==> src/design/fcsw_pkg.sv <==
`default_nettype none
package fcsw_pkg;

    localparam int unsigned CFG_DATA_W = 16;
    localparam int unsigned CFG_IDX_W  = 2;

    localparam logic [CFG_IDX_W-1:0] REG_FRAME_LENGTH   = 2'd0;
    localparam logic [CFG_IDX_W-1:0] REG_TRAILER_LENGTH = 2'd1;

    localparam logic [15:0] FRAME_LENGTH_RST   = 16'd33033;
    localparam logic [11:0] TRAILER_LENGTH_RST = 12'd233;

    // one entry of the queue: up to four output words pushed for one input word
    typedef struct packed {
        logic [3:0][7:0] bytes;
        logic [1:0]      last_idx;
        logic            frame_end;
    } t_job;

endpackage
`default_nettype wire

==> src/design/fcsw_front.sv <==
`default_nettype none
module fcsw_front import fcsw_pkg::*; (
    input  wire logic                  i_clk,
    input  wire logic                  i_rst_n,
    input  wire logic                  i_cfg_we,
    input  wire logic [CFG_IDX_W-1:0]  i_cfg_idx,
    input  wire logic [CFG_DATA_W-1:0] i_cfg_data,
    input  wire logic                  i_valid,
    input  wire logic [7:0]            i_in_byte,
    input  wire logic                  i_q_full,
    output logic                       o_stall,
    output logic                       o_push,
    output t_job                       o_job
);

    logic [15:0]        r_frame_len;
    logic [11:0]        r_trl_len;
    logic [15:0]        r_pos;
    logic [31:0]        r_sum;
    logic [2:0][7:0]    r_held;

    logic [16:0]        len_full;
    logic signed [17:0] csum_at;
    logic signed [17:0] pos_s;
    logic               at_end;
    logic               hold;
    logic               accept;
    logic               multi;
    logic               csum_hit;
    logic [1:0]         csum_k;
    logic [7:0]         v;
    logic [31:0]        add_word;
    t_job               job;

    function automatic logic in_region(input logic [15:0] p, input logic signed [17:0] c);
        logic signed [17:0] ps;
        ps = $signed({2'b00, p});
        return (p >= 16'd4) && (ps < c);
    endfunction

    always_comb begin
        len_full = (r_frame_len == 16'd0) ? 17'h10000 : {1'b0, r_frame_len};
        csum_at  = $signed({1'b0, len_full}) - $signed({6'd0, r_trl_len}) - 18'sd4;
        pos_s    = $signed({2'b00, r_pos});
        at_end   = {1'b0, r_pos} >= (len_full - 17'd1);
        hold     = (r_pos >= 16'd12) && (r_pos <= 16'd14) && !at_end;
        accept   = i_valid && !i_q_full;
        multi    = (r_pos >= 16'd13) && (r_pos <= 16'd15);

        // checksum field: four bytes right before the trailer
        csum_hit = (csum_at >= 18'sd16) && (pos_s >= csum_at) && (pos_s < csum_at + 18'sd4);
        csum_k   = r_pos[1:0] - csum_at[1:0];
        v        = i_in_byte;
        if (csum_hit) begin
            if (csum_at[1:0] == 2'd0) begin
                v = r_sum[{~csum_k, 3'b000} +: 8];
            end else begin
                v = 8'd0;
            end
        end

        job.bytes     = '0;
        job.last_idx  = 2'd0;
        job.frame_end = at_end;
        if (r_pos == 16'd15) begin
            // count fields swapped
            job.bytes[0] = r_held[2];
            job.bytes[1] = i_in_byte;
            job.bytes[2] = r_held[0];
            job.bytes[3] = r_held[1];
            job.last_idx = 2'd3;
        end else if (r_pos == 16'd13) begin
            job.bytes[0] = r_held[0];
            job.bytes[1] = i_in_byte;
            job.last_idx = 2'd1;
        end else if (r_pos == 16'd14) begin
            job.bytes[0] = r_held[0];
            job.bytes[1] = r_held[1];
            job.bytes[2] = i_in_byte;
            job.last_idx = 2'd2;
        end else begin
            job.bytes[0] = v;
        end

        add_word = '0;
        if (multi) begin
            // bytes from offset 12 fill one aligned word
            for (int j = 0; j < 4; j++) begin
                if ((2'(j) <= job.last_idx) && in_region(16'(12 + j), csum_at)) begin
                    add_word[8*(3-j) +: 8] = job.bytes[j];
                end
            end
        end else if (in_region(r_pos, csum_at)) begin
            add_word = {24'd0, v} << {~r_pos[1:0], 3'b000};
        end
    end

    assign o_stall = i_q_full;
    assign o_push  = accept && !hold;
    assign o_job   = job;

    always_ff @(posedge i_clk) begin
        if (!i_rst_n) begin
            r_frame_len <= FRAME_LENGTH_RST;
            r_trl_len   <= TRAILER_LENGTH_RST;
            r_pos       <= '0;
            r_sum       <= '0;
        end else begin
            if (i_cfg_we) begin
                unique case (i_cfg_idx)
                    REG_FRAME_LENGTH:   r_frame_len <= i_cfg_data;
                    REG_TRAILER_LENGTH: r_trl_len   <= i_cfg_data[11:0];
                    default: ;
                endcase
            end
            if (accept) begin
                if (hold) begin
                    r_pos <= r_pos + 16'd1;
                end else if (at_end) begin
                    r_pos <= '0;
                    r_sum <= '0;
                end else begin
                    r_pos <= r_pos + 16'd1;
                    r_sum <= r_sum + add_word;
                end
            end
        end
    end

    // bytes 12 to 14 wait here for the swap
    always_ff @(posedge i_clk) begin
        if (accept && hold) begin
            r_held[r_pos[1:0]] <= i_in_byte;
        end
    end

    a_end_clears: assert property (@(posedge i_clk) disable iff (!i_rst_n)
        accept && at_end |=> (r_pos == 16'd0) && (r_sum == 32'd0))
        else $error("position or sum not cleared at frame end");
    a_swap_four: assert property (@(posedge i_clk) disable iff (!i_rst_n)
        o_push && (r_pos == 16'd15) |-> (o_job.last_idx == 2'd3))
        else $error("swap did not produce four words");
    a_hold_no_push: assert property (@(posedge i_clk) disable iff (!i_rst_n)
        accept && hold |=> (r_pos == $past(r_pos) + 16'd1) && (r_sum == $past(r_sum)))
        else $error("held word changed the sum");

endmodule
`default_nettype wire

==> src/design/fcsw_queue.sv <==
`default_nettype none
module fcsw_queue import fcsw_pkg::*; #(
    parameter int unsigned DEPTH = 4
) (
    input  wire logic i_clk,
    input  wire logic i_rst_n,
    input  wire logic i_push,
    input  t_job      i_job,
    input  wire logic i_pop,
    output logic      o_full,
    output logic      o_valid,
    output t_job      o_job
);

    localparam int unsigned PTR_W = (DEPTH > 1) ? $clog2(DEPTH) : 1;
    localparam int unsigned CNT_W = $clog2(DEPTH + 1);

    t_job             r_mem [DEPTH];
    logic [PTR_W-1:0] r_wr_ptr;
    logic [PTR_W-1:0] r_rd_ptr;
    logic [CNT_W-1:0] r_count;

    function automatic logic [PTR_W-1:0] ptr_inc(input logic [PTR_W-1:0] p);
        return (p == PTR_W'(DEPTH - 1)) ? '0 : p + 1'b1;
    endfunction

    assign o_full  = (r_count == CNT_W'(DEPTH));
    assign o_valid = (r_count != '0);
    assign o_job   = r_mem[r_rd_ptr];

    always_ff @(posedge i_clk) begin
        if (!i_rst_n) begin
            r_wr_ptr <= '0;
            r_rd_ptr <= '0;
            r_count  <= '0;
        end else begin
            if (i_push) begin
                r_wr_ptr <= ptr_inc(r_wr_ptr);
            end
            if (i_pop) begin
                r_rd_ptr <= ptr_inc(r_rd_ptr);
            end
            if (i_push && !i_pop) begin
                r_count <= r_count + 1'b1;
            end else if (i_pop && !i_push) begin
                r_count <= r_count - 1'b1;
            end
        end
    end

    always_ff @(posedge i_clk) begin
        if (i_push) begin
            r_mem[r_wr_ptr] <= i_job;
        end
    end

    a_no_overflow: assert property (@(posedge i_clk) disable iff (!i_rst_n)
        r_count <= CNT_W'(DEPTH))
        else $error("queue count beyond depth");
    a_pop_nonempty: assert property (@(posedge i_clk) disable iff (!i_rst_n)
        i_pop |-> o_valid)
        else $error("pop from empty queue");
    a_push_full: assert property (@(posedge i_clk) disable iff (!i_rst_n)
        i_push |-> !o_full)
        else $error("push into full queue");

endmodule
`default_nettype wire

==> src/design/fcsw_back.sv <==
`default_nettype none
module fcsw_back import fcsw_pkg::*; (
    input  wire logic i_clk,
    input  wire logic i_rst_n,
    input  wire logic i_q_valid,
    input  t_job      i_job,
    output logic      o_pop,
    input  wire logic i_stall,
    output logic      o_valid,
    output logic [7:0] o_out_byte,
    output logic      o_frame_end,
    output logic      o_last
);

    logic       r_valid;
    logic [7:0] r_byte;
    logic       r_frame_end;
    logic       r_last;
    logic [1:0] r_idx;

    logic load;
    logic is_last;

    assign load    = !r_valid || !i_stall;
    assign is_last = (r_idx == i_job.last_idx);
    assign o_pop   = load && i_q_valid && is_last;

    always_ff @(posedge i_clk) begin
        if (!i_rst_n) begin
            r_valid <= 1'b0;
            r_idx   <= '0;
        end else if (load) begin
            r_valid <= i_q_valid;
            if (i_q_valid) begin
                r_idx <= is_last ? 2'd0 : r_idx + 2'd1;
            end
        end
    end

    always_ff @(posedge i_clk) begin
        if (load && i_q_valid) begin
            r_byte      <= i_job.bytes[r_idx];
            r_last      <= is_last;
            r_frame_end <= is_last && i_job.frame_end;
        end
    end

    assign o_valid     = r_valid;
    assign o_out_byte  = r_byte;
    assign o_frame_end = r_frame_end;
    assign o_last      = r_last;

    a_end_is_last: assert property (@(posedge i_clk) disable iff (!i_rst_n)
        o_valid |-> (!o_frame_end || o_last))
        else $error("frame end on a word that is not last");
    a_mid_job_head: assert property (@(posedge i_clk) disable iff (!i_rst_n)
        (r_idx != 2'd0) |-> i_q_valid)
        else $error("queue head lost in the middle of a burst");
    a_idx_range: assert property (@(posedge i_clk) disable iff (!i_rst_n)
        i_q_valid |-> (r_idx <= i_job.last_idx))
        else $error("burst index past last word");

endmodule
`default_nettype wire

==> src/design/frame_count_swap_and_word_sum_fixup.sv <==
// channel   direction  handshake            payload
// input     in         i_valid / o_stall    i_in_byte
// output    out        o_valid / i_stall    o_out_byte, o_frame_end, o_last
// config    in         i_cfg_we             i_cfg_idx, i_cfg_data
//
// one input word per cycle unless stalled; each gives one output word, except
// byte 15 (and a frame ending at 13 or 14), whose up to four words leave one per
// cycle. bytes 12 to 14 give no output until byte 15; at full rate the burst
// fills the default four-entry queue and stalls the input each frame. a word
// passes the queue, then the output register. o_stall rises only when the queue
// is full; i_stall holds the output. sync reset clears pos, sum, queue.
`default_nettype none
module frame_count_swap_and_word_sum_fixup import fcsw_pkg::*; #(
    parameter int unsigned QUEUE_DEPTH = 4
) (
    input  wire logic                  i_clk,
    input  wire logic                  i_rst_n,
    input  wire logic                  i_cfg_we,
    input  wire logic [CFG_IDX_W-1:0]  i_cfg_idx,
    input  wire logic [CFG_DATA_W-1:0] i_cfg_data,
    input  wire logic                  i_valid,
    output logic                       o_stall,
    input  wire logic [7:0]            i_in_byte,
    output logic                       o_valid,
    input  wire logic                  i_stall,
    output logic [7:0]                 o_out_byte,
    output logic                       o_frame_end,
    output logic                       o_last
);

    logic q_full;
    logic q_valid;
    logic push;
    logic pop;
    t_job push_job;
    t_job head_job;

    fcsw_front u_front (
        .i_clk      (i_clk),
        .i_rst_n    (i_rst_n),
        .i_cfg_we   (i_cfg_we),
        .i_cfg_idx  (i_cfg_idx),
        .i_cfg_data (i_cfg_data),
        .i_valid    (i_valid),
        .i_in_byte  (i_in_byte),
        .i_q_full   (q_full),
        .o_stall    (o_stall),
        .o_push     (push),
        .o_job      (push_job)
    );

    fcsw_queue #(
        .DEPTH (QUEUE_DEPTH)
    ) u_queue (
        .i_clk   (i_clk),
        .i_rst_n (i_rst_n),
        .i_push  (push),
        .i_job   (push_job),
        .i_pop   (pop),
        .o_full  (q_full),
        .o_valid (q_valid),
        .o_job   (head_job)
    );

    fcsw_back u_back (
        .i_clk       (i_clk),
        .i_rst_n     (i_rst_n),
        .i_q_valid   (q_valid),
        .i_job       (head_job),
        .o_pop       (pop),
        .i_stall     (i_stall),
        .o_valid     (o_valid),
        .o_out_byte  (o_out_byte),
        .o_frame_end (o_frame_end),
        .o_last      (o_last)
    );

endmodule
`default_nettype wire
==> config.mk <==
export PLATFORM = sky130hd
export DESIGN_NAME = frame_count_swap_and_word_sum_fixup
export DESIGN_NICKNAME = d
export VERILOG_FILES = /design/src/design/fcsw_pkg.sv /design/src/design/fcsw_front.sv /design/src/design/fcsw_queue.sv /design/src/design/fcsw_back.sv /design/src/design/frame_count_swap_and_word_sum_fixup.sv
export SDC_FILE = /design/constraint.sdc
export NUM_CORES = 1
export LEC_CHECK = 0
export BUFFER_PORTS_ARGS = -buffer_cell sky130_fd_sc_hd__buf_2
export CORE_MARGIN = 2
export CORE_UTILIZATION = 63
export CTS_BUF_LIST = sky130_fd_sc_hd__clkbuf_4 sky130_fd_sc_hd__clkbuf_8 sky130_fd_sc_hd__clkbuf_16
export CTS_CLUSTER_DIAMETER = 100
export DETAILED_ROUTE_END_ITERATION = 12
export PLACE_DENSITY = 0.84
export SYNTH_ARGS = -nofsm -noshare
export SYNTH_HDL_FRONTEND = slang
export SYNTH_SLANG_ARGS = --single-unit
==> constraint.sdc <==
create_clock -name i_clk -period 11.85 [get_ports i_clk]
set_input_delay 0.5925 -clock i_clk [delete_from_list [all_inputs] [get_ports i_clk]]
set_output_delay 0.5925 -clock i_clk [all_outputs]
set_load 0.1 [all_outputs]
* Word level (Yosys, flattened, before mapping)
Memories as Yosys holds them, arrays and structs flattened. A register that Yosys moved wholly into a read port is not among the register bits. Cells that the tools add are included.
Word-level totals: bits in registers 120, RAM bits 140, input port bits 31, memories kept 1
Memory list:
- u_queue.r_mem | words 4, bits a word 35, read ports 1, clocked after memory_dff 1, wr ports 1, RTL line fcsw_queue.sv:18 | t_job r_mem [DEPTH];
Operators by class: $add $sub $neg 12, order comparisons 21, equal/unequal tests 8, shifts and indexed selects 2, mux-type cells 33, bitwise gates (word level) 3, reduce and logical (&&, ||, !) cells 36
Operators with widths (count):
- 2-to-1 mux 32 bit | 3
- 2-to-1 mux 8 bit | 11
- less-than comparator 5 x 18 -> 1 bit (first input constant) | 4
- == test 16 x 4 -> 1 bit (second input constant) | 3
- 2-to-1 mux 16 bit | 3
- less-than comparator 17 x 18 -> 1 bit | 2
- adder 32 bit | 1
- greater-or-equal comparator 16 x 4 -> 1 bit (second input constant) | 2
- <= comparator 16 x 4 -> 1 bit (second input constant) | 2
- indexed part select 32 x 6 -> 8 bit | 1
- << shifter 8 x 5 -> 32 bit | 1
- 2-to-1 mux 26 bit | 1
- bitwise mux 24 bit | 1
- logical AND 1 bit | 19
- adder 18 x 4 -> 18 bit (second input constant) | 1
- greater-or-equal comparator 17 x 18 -> 1 bit | 1
- greater-or-equal comparator 18 x 6 -> 1 bit (second input constant) | 1
- 2-to-1 mux 18 bit | 1
- subtractor 17 x 12 -> 18 bit | 1
- subtractor 18 x 4 -> 18 bit (second input constant) | 1
- greater-or-equal comparator 16 x 17 -> 1 bit | 1
- 2-to-1 mux 17 bit | 1
- subtractor 17 x 1 -> 17 bit (second input constant) | 1
- adder 16 x 1 -> 16 bit (second input constant) | 1
- 27 further kinds | 51

* Depth between registers and ports, before layout
Gate-level depths: netlist of the first run.
word-level depth 18, mapped depth 39, depth with buffers taken out 39

* By module
From an unflattened synthesis of the first run, not the netlist that was laid out.
Unflattened totals: cell total of the unflattened synthesis 1394, area, all modules 15285.9 um^2
By module, submodules not included:
- fcsw_front | instances 1, cells each 1126, area each 9027.4 um^2
- fcsw_queue | instances 1, cells each 227, area each 5561.6 um^2
- fcsw_back | instances 1, cells each 41, area each 696.9 um^2

* Least setup slack after synthesis of the first run
OpenSTA, ideal clock, no wires.
path type reg-to-reg, start point reg u_front.r_frame_len[2], end point reg u_front.r_sum[24], setup time 87 ps, arrival 8203 ps, setup slack 3560 ps, stages on the path, launching flop included 36, buffers on the path 0, period minus slack after synthesis 8290 ps, cell sequence dfxtp_1 -> or3_1 -> nand4b_1 -> nor3_2 -> nor2_1 -> ha_1 -> ha_1 -> fa_1 -> a211o_4 -> a21o_4 -> a221oi_2 -> xnor2_1 -> inv_1 -> nor4b_2 -> nand3_1 -> xnor2_1 -> ha_1 -> a21o_1 -> a211o_1 -> o32ai_1 -> o311ai_4 -> o21ai_4 -> mux2i_2 -> o21ai_0 -> ha_1 -> fa_1 -> nand3_1 -> a21oi_1 -> o211ai_1 -> a21oi_1 -> o21ai_0 -> a21bo_2 -> a211oi_1 -> o41a_1 -> xnor2_1 -> o31ai_1
Between the ends: cells in the longest elaborated chain, start to end 16, elaborated cells on any way between the ends 44
RTL lines:
- start, declared | RTL line fcsw_front.sv:16 | logic [15:0] r_frame_len;
- start signal, assigned | RTL line fcsw_front.sv:111 | REG_FRAME_LENGTH: r_frame_len <= i_cfg_data;
- logical NOT 16 bit | RTL line fcsw_front.sv:42 | len_full = (r_frame_len == 16'd0) ? 17'h10000 : {1'b0, r_frame_len};
- 2-to-1 mux 17 bit (*) | RTL line fcsw_front.sv:42
- branches (longest 14 deep; another with adder 32 bit)
- end signal, assigned | RTL line fcsw_front.sv:124 | r_sum <= r_sum + add_word;
- end, declared | RTL line fcsw_front.sv:19 | logic [31:0] r_sum;
Mark *: on every way between the ends. A chain may end at the register's enable or synchronous reset.

* Final worst setup path of the first run
start point reg u_front.r_frame_len[2], end point reg u_front.r_sum[31]
Same word-level chain as after synthesis.

==> summary.txt, run 1 <==
Run
  – # Max-Cap Violations: 0

Logic synthesis
  – Asr flop ratio synth: 0
  – Netlist cell types: 89
  – Syn Std Cell Area: 15600 um2
  – Mapped Cells: around 1400
  – EDFF count, synth: around 170
  – Syn avg cell area: 10.8 um2
  – Top FF cell, synth: edfxtp_1
  – #FFs+latches synth: 262
  – Post-synthesis sequential area ratio: 0.449
  – Synth Net Count: 1602
  – YS warnings: 0

Detailed routing
  – Detailed Route Iter0 Violations: 1301
  – Post-Route WL: ~42 mm
  – Vias per cell: 6.56
  – Via count: 11951
  – WL/cell: 23.1 um
  – Residual DRC count: 0
  – Detailed Routing Iterations Pass 1: 6
  – Final ANT Viol Nets: 0

STA
  – Final setup violation count: 0
  – Final Hold Viols: 0
  – Fin crit share: 0.807
  – Setup TNS Final: 0 ns
  – Min Clock Period, post-route: 9.56 ns
  – Unrepaired setup endpoints after global routing: false
  – F_max: 0.105 GHz
  – Slew Viols, Final: 0
  – Slew @ Worst Pin: about 1.2 ns
  – Clk_skew: 0.0135 ns
  – Rel. slew slack: 0.207

Setup path
  – Crit path largest cell delay: about 0.47 ns
  – Cell mode on critical path: ha_1
  – Crit start category: register
  – Crit-path max FO: 6
  – CP required: 12.34 ns
  – Crit-path slowest cell: ha_1
  – Crit path kind: register to register
  – CP endpoint kind: register
  – Worst Path Arrival: ~10 ns

Floorplan
  – Core Footprint: between 20000 and 25000 um2
  – Starting Density: 0.642
  – Full die area: 26000 um2
  – Die height: 161 um
  – Row cnt: 57
  – Die Wd: 161 um
  – I/O pin count: 43

Clock tree
  – Setup bufs post-CTS: 0
  – Clock slew at reported path FFs: 0.07 ns
  – Cts bufs inserted: 27
  – Hold buffers post-CTS: 0
  – Post-cts resize count: 0
  – Clk Latency, worst-skew pair: 0.56 ns
  – Root buf cell: clkbuf_16
  – CTS tree: done
  – Clock buffer depth: 3
  – # clock sinks: 262
  – CTS H-Tree Depth: 1

Final layout
  – Layout cells sized above 1: 0.130
  – Util after Layout: 0.699
  – Nets: 1632
  – Area Overhead vs Synth: 8.95%
  – Most frequent cells in the layout: edfxtp_1, nand2_1, ha_1, a21oi_1, dfxtp_1
  – Commonest non-fill, non-tap cell in the layout: edfxtp_1
  – Antenna diode count: 0

Power and ir drop
  – Leakage: between 6 and 7 nW
  – Pwr dens: 164 nW/um2
  – Post-layout total power: 2.78 mW
  – Maximum vdd ir drop: 0.222 mV

Global route
  – Grt ovf: 0
  – Vias in the first global route: roughly 12000
  – Largest net degree at the start of global routing: 61
  – Initial antenna violation count: 0
  – First-pass GRT wire length: 66.7 mm
  – GRT Total Usage: 0.327

Status
  – Outcome: finished clean

Place
  – Buffers added on ports: 42
  – Routability cong.: approximately 1
  – Hpwl dp: 29.9 mm

Hold path
  – Hold WC Path Type: input port to register
[synthesized netlist by cell type, drive strengths merged, types with 6 or more instances]
master  instances  area [um2]
a211o          13         125
a211oi          8        60.1
a21o           32         248
a21oi         113         566
a22o            8        70.1
a22oi          13        97.6
and2           21         131
and3           23         149
and4            6        52.6
buf             9        38.8
clkbuf         46         174
dfxtp          88        1760
edfxtp        174        5230
ha            121        1510
inv            77         289
mux2i          13         153
mux4           51        1150
nand2         153         574
nand2b         17         106
nand3          67         335
nand4          12        75.1
nor2           71         267
nor3           25         130
nor4           10        68.8
o211ai         17         133
o21a            9        67.6
o21ai          47         246
o22ai          21         131
or2             6        37.5
or3            13        82.6
xnor2          55         489
xor2           21         184
[per-layer routing]
metal	share of wire	vias to the layer above	GRT usage
met1	0.40	5750	0.427
met3	0.076	117	0.0547
li1	-	5491	-
met2	0.49	593	0.560
met4	0.039	0	0.111
met5	0	-	0
[power breakdown]
part | switching, mW | total (mW) | internal [mW]
Combinational | 0.529 | 0.826 | 0.297
Clock | 0.373 | 0.839 | 0.467
Sequential | 0.0488 | 1.12 | 1.07
Total | 0.950 | 2.78 | 1.83
[cells by family (layout without fill, tap and decap cells)]
| group | Yosys count | in the layout | synth area share |
|---|---|---|---|
| flops | 262 | 262 | 0.449 |
| fa+ha+maj | 125 | 125 | 0.102 |
| buf+inv | 134 | 185 | 0.0327 |
| compound gates | 332 | 332 | 0.143 |
| mux | 64 | 64 | 0.0836 |
| xor+xnor | 76 | 76 | 0.0433 |
| simple gates | 453 | 453 | 0.146 |
[state kept, by name, summed over array words and instances, names as in the netlist, named ones only]
name,count
u_back.o_valid,1
u_front.r_frame_len,16
u_back.o_last,1
u_queue.r_mem,140
u_back.o_out_byte,8
u_queue.r_wr_ptr,2
u_back.o_frame_end,1
u_front.r_trl_len,12
u_front.r_sum,32
u_queue.r_count,3
u_queue.r_rd_ptr,2
u_back.r_idx,2
u_front.r_pos,16
u_front.r_held,24
[critical path, delay by kind of cell (launching register included)]
family / cells / cell delay, ns
mux: 1 / 0.37
simple gates: 8 / 2.30
compound gates: 16 / 4.13
flops: 1 / 0.34
fa+ha+maj: 5 / 1.73
buf+inv: 1 / 0.21
xor+xnor: 2 / 0.40
[final cells by class]
type                            count  area (um2)
Multi-Input combinational cell   1050        8070
Fill cell                        1800        7300
Sequential cell                   262        6990
Clock buffer                       37         782
Tap cell                          324         405
Timing Repair Buffer               56         315
Inverter                           79         297
Clock inverter                     13        96.3
[worst paths after layout]
check	startpoint	to	slack, ns	cells past startpoint
hold reg to reg	u_front.r_frame_len[1]$_SDFFE_PN0P_	u_front.r_frame_len[1]$_SDFFE_PN0P_	0.46	2
hold / removal	i_cfg_data[15]	u_front.r_frame_len[15]$_SDFFE_PN1P_	0.25	3
setup / recovery	u_front.r_frame_len[2]$_SDFFE_PN0P_	u_front.r_sum[31]$_SDFFE_PN0P_	2.29	33
setup reg to reg	u_front.r_frame_len[2]$_SDFFE_PN0P_	u_front.r_sum[31]$_SDFFE_PN0P_	2.29	33
[metrics by stage]
step           cells  setup slack, ns  instance area (um2)  hold WS [ns]
2_1_floorplan   1446             3.56                15600         0.436
3_3_place_gp    1771             2.75                16100         0.449
3_5_place_dp    1771             2.40                16100         0.452
4_1_cts         1821             2.42                17000         0.233
5_1_grt         1821             1.79                17000         0.270
6_report        1821             2.29                17000         0.245
Note: power is estimated with default switching activity, not from simulation.
==> inputs of run 2 (changes only) <==
--- a/config.mk
+++ b/config.mk
@@ -7,11 +7,11 @@
 export LEC_CHECK = 0
 export BUFFER_PORTS_ARGS = -buffer_cell sky130_fd_sc_hd__buf_2
 export CORE_MARGIN = 2
-export CORE_UTILIZATION = 63
+export CORE_UTILIZATION = 57
 export CTS_BUF_LIST = sky130_fd_sc_hd__clkbuf_4 sky130_fd_sc_hd__clkbuf_8 sky130_fd_sc_hd__clkbuf_16
 export CTS_CLUSTER_DIAMETER = 100
 export DETAILED_ROUTE_END_ITERATION = 12
-export PLACE_DENSITY = 0.84
+export PLACE_DENSITY = 0.81
 export SYNTH_ARGS = -nofsm -noshare
 export SYNTH_HDL_FRONTEND = slang
 export SYNTH_SLANG_ARGS = --single-unit
==> constraint.sdc (replaced) <==
create_clock -name i_clk -period 8.6 [get_ports i_clk]
set_input_delay 0.43 -clock i_clk [delete_from_list [all_inputs] [get_ports i_clk]]
set_output_delay 0.43 -clock i_clk [all_outputs]
set_load 0.1 [all_outputs]
==> summary.txt, run 2 (same netlist as run 1, synthesis figures left out) <==
Run
  – # Max-Cap Violations: 0

Place
  – Buffers added on ports: 42
  – Hpwl dp: approximately 28 mm
  – Routability cong.: 1.00

Floorplan
  – Die height: 169 um
  – Full die area: 28600 um2
  – Core Footprint: 26900 um2
  – Die Wd: 169 um
  – Row cnt: 60
  – Starting Density: 0.579
  – I/O pin count: 43

Clock tree
  – # clock sinks: ~260
  – Clock buffer depth: 3
  – CTS H-Tree Depth: 1
  – CTS tree: done
  – Root buf cell: clkbuf_16
  – Clock slew at reported path FFs: 0.07 ns
  – Cts bufs inserted: 27
  – Clk Latency, worst-skew pair: 0.56 ns
  – Hold buffers post-CTS: 0

STA
  – F_max: 0.118 GHz
  – Min Clock Period, post-route: ~8.5 ns
  – Fin crit share: 0.989
  – Clk_skew: roughly 0.017 ns
  – Worst hold slack: approximately 0.11 ns
  – Unrepaired setup endpoints after global routing: true
  – Final Hold Viols: 0
  – Rel. slew slack: 0.225
  – Slew @ Worst Pin: 1.15 ns
  – Slew Viols, Final: 0
  – Final setup violation count: 0

Detailed routing
  – Post-Route WL: 39.9 mm
  – Residual DRC count: 0
  – Detailed Route Iter0 Violations: ~1200
  – Via count: 12088
  – Final ANT Viol Nets: 0
  – Vias per cell: 6.42
  – WL/cell: 21.2 um
  – Detailed Routing Iterations Pass 1: 7

Setup path
  – Cell family with most CP delay: compound AO/OA/AOI/OAI gates
  – Crit-path slowest cell: fa_2
  – CP required: approximately 9 ns
  – Worst Path Arrival: 8.99 ns
  – CP Depth: 37
  – Crit start category: register
  – Reg2reg setup slack: just over 0.09 ns
  – CP endpoint kind: register
  – Crit path largest cell delay: approximately 0.41 ns
  – Critical R2R Capture: u_front.r_sum[31]$_SDFFE_PN0P_
  – WP buf/inv: 3
  – Crit path kind: register to register
  – Crit-path max FO: 6
  – FF-to-FF path depth: 37
  – Worst r2r src: u_front.r_frame_len[3]$_SDFFE_PN1P_

Final layout
  – Most frequent cells in the layout: edfxtp_1, nand2_1, ha_1, a21oi_1, dfxtp_1
  – Biggest register: u_queue.r_mem
  – Layout cells sized above 1: 0.185
  – Antenna diode count: 0
  – Area Overhead vs Synth: 14.1%
  – Max reg flops: 140
  – Commonest non-fill, non-tap cell in the layout: edfxtp_1
  – Nets: 1678

Global route
  – First-pass GRT wire length: between 60 and 70 mm
  – Initial antenna violation count: 0
  – Vias in the first global route: ~11000
  – Largest net degree at the start of global routing: 40
  – Grt ovf: 0
  – GRT Total Usage: 0.271

Status
  – Outcome: finished clean

Hold path
  – Min-delay src: i_cfg_data[15]
  – Hold WC Path Type: input port to register
  – Hold depth: 3
  – WHS Endpoint: u_front.r_frame_len[15]$_SDFFE_PN1P_

Power and ir drop
  – Leakage: about 6.9 nW
  – Pwr dens: 222 nW/um2
  – Post-layout total power: 3.94 mW
  – Maximum vdd ir drop: 0.347 mV
run 2: cell types whose count changed in the layout (fill, tap and decap cells not counted), moves of 4 or more:
cell        change
buf_4          +42
o21ai_0        -14
ha_1            -9
o21ai_2         +8
ha_4            +5
mux2i_2         -5
mux2i_4         +5
clkinvlp_4      -4
ha_2            +4
o21ai_1         +4
run 2: final cells by class:
class | count | area (um2)
multi-input cells | 1050 | 8420
flip-flops and latches | 262 | 6990
clock inverters | 12 | 160
clock buffers | 38 | 783
well taps | 341 | 427
inverters | 79 | 297
fillers | 2005 | 9120
repair buffers | 102 | 684
run 2: per-stage QoR:
stage          TNS, ns  setup slack (ns)  cells  utilization  area (um2)
3_5_place_dp     -1.54            -0.327   1809        0.605       16300
5_1_grt          -1.08            -0.251   1884        0.661       17800
2_1_floorplan        0             0.310   1446            -       15600
3_3_place_gp   -0.0266           -0.0266   1809        0.605       16300
6_report             0            0.0935   1884        0.661       17800
4_1_cts              0            0.0271   1859        0.641       17200
run 2: worst max-delay path by stage:
| stage | from | slack, ns | endpoint |
|---|---|---|---|
| global route | u_front.r_frame_len[3]$_SDFFE_PN1P_ | -0.25 | u_front.r_sum[31]$_SDFFE_PN0P_ |
| global placement | u_front.r_frame_len[3]$_SDFFE_PN1P_ | -0.03 | u_front.r_sum[31]$_SDFFE_PN0P_ |
| floorplan | u_front.r_frame_len[2]$_SDFFE_PN0P_ | 0.31 | u_front.r_sum[24]$_SDFFE_PN0P_ |
| finish | u_front.r_frame_len[3]$_SDFFE_PN1P_ | 0.09 | u_front.r_sum[31]$_SDFFE_PN0P_ |
| detailed placement | u_front.r_frame_len[3]$_SDFFE_PN1P_ | -0.33 | u_front.r_sum[31]$_SDFFE_PN0P_ |
| CTS | u_front.r_frame_len[3]$_SDFFE_PN1P_ | 0.03 | u_front.r_sum[31]$_SDFFE_PN0P_ |
run 2: worst register-to-register path: cells and delay by family, from the launching register on:
kind	cells	cell delay, ns
adder cells (fa/ha/maj)	5	1.56
AND/OR/NAND/NOR	9	1.94
XOR/XNOR	2	0.35
flip-flops	1	0.33
AO/OA/AOI/OAI	17	3.52
buffers and inverters	3	0.46
multiplexers	1	0.27
run 2: timing repair:
action / 4_1_cts / 5_1_grt
buffers inserted: 0 / 25
gates resized for setup: 6 / 72
endpoints found under the setup margin: 10 / 19
pin swaps: 1 / 49
run 2: per-layer routing:
layer / GRT usage / vias up / wire [um]
met1: 0.362 / 5795 / 16200
met2: 0.444 / 569 / 18800
met4: 0.0959 / 0 / 1680
met5: 0 / - / 0
met3: 0.0515 / 135 / 3220
li1: - / 5589 / -
run 2: report_power, final:
group          internal (mW)  switching, mW  leakage [nW]
Combinational          0.437          0.739          4.20
Clock                  0.730          0.499         0.462
Sequential              1.47         0.0579          2.29
